[src/tss_pkg.sv]
// Shared types and constants for the TDMA slot scheduler.
// No dependencies; imported by every module of the block.
package tss_pkg;

  localparam int unsigned CLIENT_W = 6;
  localparam int unsigned TICK_W   = 16;
  localparam int unsigned FRAME_W  = 32;
  localparam int unsigned ACTIVE_W = 7;
  localparam int unsigned WAIT_W   = 22;
  localparam int unsigned MAP_W    = 64;

  localparam logic [TICK_W-1:0] SLOT_TICKS_RST = 16'd100;
  localparam logic [WAIT_W-1:0] WAIT_MAX       = 22'h3FFFFF;

  typedef enum logic [1:0] {
    KIND_TICK       = 2'd0,
    KIND_CONNECT    = 2'd1,
    KIND_DISCONNECT = 2'd2,
    KIND_TRANSMIT   = 2'd3
  } kind_t;

  typedef enum logic [1:0] {
    ST_OK        = 2'd0,
    ST_FULL      = 2'd1,
    ST_COLLISION = 2'd2,
    ST_INACTIVE  = 2'd3
  } status_t;

  typedef struct packed {
    kind_t               kind;
    logic [CLIENT_W-1:0] client;
  } cmd_t;

  typedef struct packed {
    status_t             status;
    logic [CLIENT_W-1:0] assigned_client;
    logic [CLIENT_W-1:0] slot_index;
    logic [FRAME_W-1:0]  frame_total;
    logic [ACTIVE_W-1:0] slot_count;
    logic                owner_valid;
    logic [CLIENT_W-1:0] owner_client;
    logic                slot_changed;
    logic [WAIT_W-1:0]   wait_ticks;
  } result_t;

  // Scheduler view handed to the wait calculator
  typedef struct packed {
    logic                active;
    logic [CLIENT_W-1:0] client;
    logic [CLIENT_W-1:0] slot;
    logic [TICK_W-1:0]   tick;
    logic [TICK_W-1:0]   slot_ticks;
    logic [ACTIVE_W-1:0] act;
  } wait_req_t;

endpackage

[src/tdma_slot_scheduler_unit.sv]
// Top level of the TDMA slot scheduler: input register, scheduler core,
// result register. Depends on tss_pkg and tss_core.
//
//   channel   ports                     transfer
//   command   start, busy, cmd          start high while busy low
//   config    cfg_we, cfg_data          cfg_we high
//   result    done, result              done high for one cycle
//
// One command is taken every cycle; busy stays low.
// A result passes the input register, then the core update and wait
// multiply into the result register.
// Reset (rst, synchronous) empties the client table, zeroes slot, tick and
// frame counters and sets slot_ticks to 100.
// Results are not held; the receiver takes each one in its done cycle.
module tdma_slot_scheduler_unit
  import tss_pkg::*;
#(
  parameter int unsigned NUM_CLIENTS = 10
) (
  input  logic              clk,
  input  logic              rst,
  input  logic              start,
  output logic              busy,
  input  cmd_t              cmd,
  input  logic              cfg_we,
  input  logic [TICK_W-1:0] cfg_data,
  output logic              done,
  output result_t           result
);

  logic    cmd_vld;
  cmd_t    cmd_q;
  result_t core_res;

  assign busy = 1'b0;

  always_ff @(posedge clk) begin
    if (rst) begin
      cmd_vld <= 1'b0;
      done    <= 1'b0;
    end else begin
      cmd_vld <= start;
      done    <= cmd_vld;
    end
  end

  always_ff @(posedge clk) begin
    if (start) begin
      cmd_q <= cmd;
    end
    if (cmd_vld) begin
      result <= core_res;
    end
  end

  tss_core #(
    .NUM_CLIENTS (NUM_CLIENTS)
  ) u_core (
    .clk      (clk),
    .rst      (rst),
    .cfg_we   (cfg_we),
    .cfg_data (cfg_data),
    .item_vld (cmd_vld),
    .item     (cmd_q),
    .res      (core_res)
  );

endmodule

[src/tss_wait.sv]
// Wait-until-slot calculator: one 7x16 multiply, add and saturate.
// Depends on tss_pkg.
module tss_wait
  import tss_pkg::*;
(
  input  wait_req_t         req,
  output logic [WAIT_W-1:0] wait_ticks
);

  logic [ACTIVE_W-1:0]        mult;
  logic                       add_one;
  logic [ACTIVE_W+TICK_W-1:0] prod;
  logic [ACTIVE_W+TICK_W:0]   total;
  logic [TICK_W-1:0]          own_left;

  always_comb begin
    mult    = '0;
    add_one = 1'b0;
    if ({1'b0, req.slot} >= req.act) begin
      // frame restart pending: one tick to restart, then whole slots
      mult    = ACTIVE_W'(req.client);
      add_one = 1'b1;
    end else if (req.client > req.slot) begin
      mult = ACTIVE_W'(req.client - req.slot);
    end else begin
      mult = req.act - ACTIVE_W'(req.slot) + ACTIVE_W'(req.client);
    end
  end

  assign prod     = mult * req.slot_ticks;
  assign total    = (ACTIVE_W+TICK_W+1)'(prod) + (ACTIVE_W+TICK_W+1)'(add_one);
  assign own_left = (req.tick < req.slot_ticks) ? req.slot_ticks - req.tick
                                                : TICK_W'(1);

  always_comb begin
    if (!req.active) begin
      wait_ticks = '0;
    end else if (req.client == req.slot) begin
      wait_ticks = WAIT_W'(own_left);
    end else if (total > (ACTIVE_W+TICK_W+1)'(WAIT_MAX)) begin
      wait_ticks = WAIT_MAX;
    end else begin
      wait_ticks = WAIT_W'(total);
    end
  end

endmodule

[src/tss_core.sv]
// Scheduler state and its per-item update: slot timing, client table,
// status and the result fields. Depends on tss_pkg and tss_wait.
module tss_core
  import tss_pkg::*;
#(
  parameter int unsigned NUM_CLIENTS = 10
) (
  input  logic              clk,
  input  logic              rst,
  input  logic              cfg_we,
  input  logic [TICK_W-1:0] cfg_data,
  input  logic              item_vld,
  input  cmd_t              item,
  output result_t           res
);

  localparam int unsigned CNT_W = $clog2(NUM_CLIENTS + 1);

  logic [TICK_W-1:0]      slot_ticks;
  logic [NUM_CLIENTS-1:0] active_map, active_map_next;
  logic [CNT_W-1:0]       active_count, active_count_next;
  logic [TICK_W-1:0]      tick_in_slot, tick_in_slot_next;
  logic [CLIENT_W-1:0]    slot_now, slot_now_next;
  logic [FRAME_W-1:0]     frames, frames_next;

  logic [TICK_W-1:0]   eff_ticks;
  logic [ACTIVE_W-1:0] eff_act, eff_act_next;
  logic [MAP_W-1:0]    map_ext, map_ext_next;
  logic [TICK_W-1:0]   tick_inc, tick_mid;
  logic [CLIENT_W-1:0] slot_mid;
  logic                slot_end;
  logic                free_found;
  logic [CLIENT_W-1:0] free_idx;
  logic                named_ok;
  logic [CLIENT_W-1:0] named;
  status_t             status;
  logic [CLIENT_W-1:0] assigned;
  wait_req_t           wreq;
  logic [WAIT_W-1:0]   wait_ticks;

  assign eff_ticks = (slot_ticks == '0) ? TICK_W'(1) : slot_ticks;
  assign eff_act   = (active_count == '0) ? ACTIVE_W'(1) : ACTIVE_W'(active_count);
  assign map_ext   = MAP_W'(active_map);

  // lowest free entry
  always_comb begin
    free_found = 1'b0;
    free_idx   = '0;
    for (int i = NUM_CLIENTS - 1; i >= 0; i--) begin
      if (!active_map[i]) begin
        free_found = 1'b1;
        free_idx   = CLIENT_W'(i);
      end
    end
  end

  assign tick_inc = tick_in_slot + TICK_W'(1);
  assign slot_end = (tick_inc == '0) || (tick_inc >= eff_ticks);
  assign slot_mid = slot_end ? slot_now + CLIENT_W'(1) : slot_now;
  assign tick_mid = slot_end ? '0 : tick_inc;

  always_comb begin
    active_map_next   = active_map;
    active_count_next = active_count;
    tick_in_slot_next = tick_in_slot;
    slot_now_next     = slot_now;
    frames_next       = frames;
    status            = ST_OK;
    assigned          = '0;
    named_ok          = 1'b1;
    named             = item.client;
    unique case (item.kind)
      KIND_TICK: begin
        tick_in_slot_next = tick_mid;
        slot_now_next     = slot_mid;
        if ({1'b0, slot_mid} >= eff_act) begin
          // start a new frame
          slot_now_next     = '0;
          tick_in_slot_next = '0;
          frames_next       = frames + FRAME_W'(1);
        end
      end
      KIND_CONNECT: begin
        if (free_found) begin
          active_map_next   = active_map | (NUM_CLIENTS'(1) << free_idx);
          active_count_next = active_count + CNT_W'(1);
          assigned          = free_idx;
          named             = free_idx;
        end else begin
          status   = ST_FULL;
          named_ok = 1'b0;
        end
      end
      KIND_DISCONNECT: begin
        if (map_ext[item.client]) begin
          active_map_next   = active_map & ~(NUM_CLIENTS'(1) << item.client);
          active_count_next = active_count - CNT_W'(1);
        end else begin
          status = ST_INACTIVE;
        end
      end
      KIND_TRANSMIT: begin
        if (!map_ext[item.client]) begin
          status = ST_INACTIVE;
        end else if (item.client != slot_now) begin
          status = ST_COLLISION;
        end
      end
      default: ;
    endcase
  end

  assign eff_act_next = (active_count_next == '0) ? ACTIVE_W'(1)
                                                  : ACTIVE_W'(active_count_next);
  assign map_ext_next = MAP_W'(active_map_next);

  assign wreq.active     = named_ok && map_ext_next[named];
  assign wreq.client     = named;
  assign wreq.slot       = slot_now_next;
  assign wreq.tick       = tick_in_slot_next;
  assign wreq.slot_ticks = eff_ticks;
  assign wreq.act        = eff_act_next;

  tss_wait u_wait (
    .req        (wreq),
    .wait_ticks (wait_ticks)
  );

  always_comb begin
    res.status          = status;
    res.assigned_client = assigned;
    res.slot_index      = slot_now_next;
    res.frame_total     = frames_next;
    res.slot_count      = eff_act_next;
    res.owner_valid     = map_ext_next[slot_now_next];
    res.owner_client    = map_ext_next[slot_now_next] ? slot_now_next : '0;
    res.slot_changed    = (item.kind == KIND_TICK) && (slot_now_next != slot_now);
    res.wait_ticks      = wait_ticks;
  end

  always_ff @(posedge clk) begin
    if (rst) begin
      slot_ticks   <= SLOT_TICKS_RST;
      active_map   <= '0;
      active_count <= '0;
      tick_in_slot <= '0;
      slot_now     <= '0;
      frames       <= '0;
    end else begin
      if (cfg_we) begin
        slot_ticks <= cfg_data;
      end
      if (item_vld) begin
        active_map   <= active_map_next;
        active_count <= active_count_next;
        tick_in_slot <= tick_in_slot_next;
        slot_now     <= slot_now_next;
        frames       <= frames_next;
      end
    end
  end

endmodule
[config.mk]
export PLATFORM = sky130hd
export DESIGN_NAME = tdma_slot_scheduler_unit
export DESIGN_NICKNAME = d
export VERILOG_FILES = /design/src/tss_pkg.sv /design/src/tdma_slot_scheduler_unit.sv /design/src/tss_wait.sv /design/src/tss_core.sv
export SDC_FILE = /design/constraint.sdc
export NUM_CORES = 1
export LEC_CHECK = 0
export BUFFER_PORTS_ARGS = -buffer_cell sky130_fd_sc_hd__buf_4
export CAP_MARGIN = 0
export CORE_ASPECT_RATIO = 0.5
export CORE_UTILIZATION = 55
export CTS_BUF_LIST = sky130_fd_sc_hd__clkbuf_4
export CTS_CLUSTER_DIAMETER = 30
export DETAILED_ROUTE_END_ITERATION = 10
export PLACE_DENSITY_LB_ADDON = 0.25
export SLEW_MARGIN = 40
export SYNTH_ARGS = -nofsm -noshare
export SYNTH_HDL_FRONTEND = slang
export SYNTH_SLANG_ARGS = --single-unit
[constraint.sdc]
create_clock -name clk -period 14.1 [get_ports clk]
set_input_delay 1.41 -clock clk [delete_from_list [all_inputs] [get_ports clk]]
set_output_delay 1.41 -clock clk [all_outputs]
set_load 0.005 [all_outputs]
==> qor.csv <==
metric;value;unit
ant_nets;0;
vias;13100;
fin_skew;26.1;ps
seqCellArea;0.00431;mm²
wl_per_cell;20.1;µm
layout_min_cycle_time;13140;ps
period_share;0.932;
synthCells;1695;
path_class;register to register;
grt_setup_unrepaired;false;
numCtsBuffers;17;
cp-end-kind;register;
critical_path.top_delay_family;adder cells;
vdd_drop_max;0.154;mV
hp-class;register to register;
clk_latency;630;ps
grt_util_all_layers;0.306;
finalSetupTns;0;ps
antenna_found_initial;1;
drive_above_1_share;0.134;
clock-sinks;172;
holdWs;552;ps
path_buf_inv;6;
maxSlewHeadroom;0.453;
syn_avg_cell_area;8.93;µm²
start_kind;register;
core;0.0267;mm²
grt_max_degree;71;
swShare;0.485;
die_h;119;µm
slowest_stage;fa_1;
root_buffer;clkbuf_4;
netSwitchingPower;1.16;mW
syn_to_final_growth;8.89;%
clockBufferDepth;2;
ys_ff_latch;172;
htree_levels;4;
io_pins;113;
max_stage_delay;550;ps
max_cap_violations;0;
leakage;7.05;nW
via_per_inst;6.22;
grt_pass1_vias;12900;
async_flop_share;0;
dieArea;0.0282;mm²
clkPwrFrac;0.126;
status;complete, no violations;
synthDistinctLibCells;96;
power_density;145;mW/mm²
start_util;0.566;
drtIter0Drc;1202;
fin_nets;1956;
dieWidth;237;µm
slew_violations;0;
seq_area_frac_synth;0.285;
io_buffers;106;
cp_max_fo;15;
sequentialPowerShare;0.239;
p_int;1.23;mW
arrival;13480;ps
grt_pass1_wl;68100;µm
gp_congestion;0.945;
combPwrFrac;0.635;
grt-ovfl-total;0;
hold_viol;0;
setup_viol;0;
fmax;76.1;MHz
dp_hpwl;32300;µm
worst_pin_slew;815;ps
worst_ep_required_time;14440;ps
postRouteWirelength;42300;µm
holdBufCountCts;0;
synth-main-ff-cell;edfxtp_1;
fillers;2366;
synth_edf_count;86;
multiInputGateArea;0.00985;mm²
path_clk_slew;150;ps
dr.pass1.iters;6;
drc;0;
row_count;42;
yosysWarnings;0;
cts_tree;done;
syn-cell-area;0.0151;mm²
[state kept, by name, summed over array words and instances, names as in the netlist]
signal               count
done                     1
cmd_vld                  1
cmd_q                    8
u_core.slot_ticks       16
u_core.active_count      4
u_core.frames           32
u_core.tick_in_slot     16
u_core.slot_now          6
result                  78
u_core.active_map       10
[power by group through the flow]
| stage | registers, mW | clock network [mW] | logic, mW |
|---|---|---|---|
| global placement | 0.581 | 0 | 1.45 |
| global route | 0.573 | 0.326 | 1.68 |
| CTS | 0.571 | 0.306 | 1.48 |
| floorplan | 0.579 | 0 | 1.05 |
| detailed placement | 0.582 | 0 | 1.47 |
| finish | 0.571 | 0.300 | 1.51 |
[Yosys cell counts (6+ instances only)]
cell type | n | area, µm²
a211o_1 | 7 | 61.3
a211oi_1 | 18 | 135
a211oi_2 | 10 | 125
a21boi_0 | 6 | 45.0
a21o_1 | 22 | 165
a21oi_1 | 91 | 455
a22o_1 | 14 | 123
a22oi_1 | 15 | 113
a31oi_1 | 25 | 156
and2_1 | 37 | 231
and3_1 | 31 | 194
and4_1 | 8 | 70.1
buf_2 | 19 | 95.1
buf_4 | 11 | 82.6
clkbuf_1 | 71 | 267
dfxtp_1 | 86 | 1720
edfxtp_1 | 86 | 2580
fa_1 | 73 | 1460
ha_1 | 109 | 1360
inv_1 | 150 | 563
mux2_2 | 7 | 78.8
mux2i_1 | 28 | 280
nand2_1 | 114 | 428
nand2b_1 | 13 | 81.3
nand3_1 | 57 | 285
nand3b_1 | 6 | 45.0
nand4_1 | 31 | 194
nor2_1 | 137 | 514
nor2b_1 | 13 | 81.3
nor3_1 | 53 | 265
nor3b_1 | 8 | 60.1
nor4_1 | 7 | 43.8
o211ai_1 | 13 | 97.6
o21a_1 | 11 | 82.6
o21ai_0 | 56 | 280
o21bai_1 | 7 | 52.6
o31ai_1 | 7 | 52.6
or3_1 | 8 | 50.1
xnor2_1 | 65 | 569
xor2_1 | 59 | 517
[cell usage in the layout, fill, tap and decap left out, types with 59 or more instances in the layout]
| cell | synthesis | final |
|---|---|---|
| nand2_1 | 114 | 113 |
| ha_1 | 109 | 108 |
| inv_1 | 150 | 150 |
| fa_1 | 73 | 73 |
| a21oi_1 | 91 | 90 |
| edfxtp_1 | 86 | 86 |
| dfxtp_1 | 86 | 82 |
| xnor2_1 | 65 | 65 |
| xor2_1 | 59 | 59 |
| buf_4 | 11 | 134 |
| nor2_1 | 137 | 134 |
[path summary, 6_finish.rpt]
| path | from | endpoint | slack [ps] | cells past startpoint |
|---|---|---|---|---|
| worst max-delay path | u_core.tick_in_slot[1] | result[6] | 960 | 50 |
| worst min register to register | u_core.slot_ticks[0] | u_core.slot_ticks[0] | 550 | 2 |
| worst min-delay path | u_core.slot_ticks[0] | u_core.slot_ticks[0] | 550 | 2 |
| worst max register to register | u_core.tick_in_slot[1] | result[6] | 960 | 50 |
[worst min-delay path, stage by stage, from the launching register on]
cell and delay, ps:
dfxtp_1 380, mux2i_1 70, nor2_1 80
[what timing repair did]
item	in CTS	in global routing
resized for setup	1	19
setup endpoints to repair	6	22
pin swaps	0	1
setup buffers	0	3
[layout make-up]
type,count,area share
diodes,1,0.000152
clock buffers,19,0.00866
inverters,151,0.0344
multi-input cells,1269,0.598
clock inverters,12,0.00835
well taps,352,0.0267
flip-flops and latches,172,0.262
repair buffers,135,0.0618
[logic make-up (layout without fill, tap and decap cells)]
family / Yosys count / count (layout) / share of synthesized area
and+or+nand+nor: 548 / 548 / 0.186
buffers and inverters: 261 / 317 / 0.0702
other: 1 / 9 / 0.000248
xor gates and xnor gates: 125 / 125 / 0.0729
muxes: 39 / 39 / 0.0291
DFF: 172 / 172 / 0.285
adders and majority gates: 182 / 182 / 0.187
AOI/OAI and AO/OA: 367 / 367 / 0.171
[per-layer routing]
metal | part of all wire | vias to the layer above | GRT usage
li1 | - | 6069 | -
met1 | 0.44 | 6378 | 0.412
met2 | 0.45 | 583 | 0.495
met3 | 0.079 | 104 | 0.0566
met4 | 0.030 | 0 | 0.111
met5 | 0 | - | 0
[stage by stage]
stage | std cells | instance area, µm² | power, mW | utilization | worst slack, ps
CTS | 2107 | 16400 | 2.36 | 0.613 | 217
floorplan | 1702 | 15200 | 1.63 | - | 1560
global placement | 2076 | 16100 | 2.03 | 0.602 | 647
finish | 2111 | 16500 | 2.39 | 0.616 | 964
global route | 2111 | 16500 | 2.58 | 0.616 | 11.7
detailed placement | 2076 | 16100 | 2.06 | 0.602 | 109
Power figures use the tool's default switching activity.
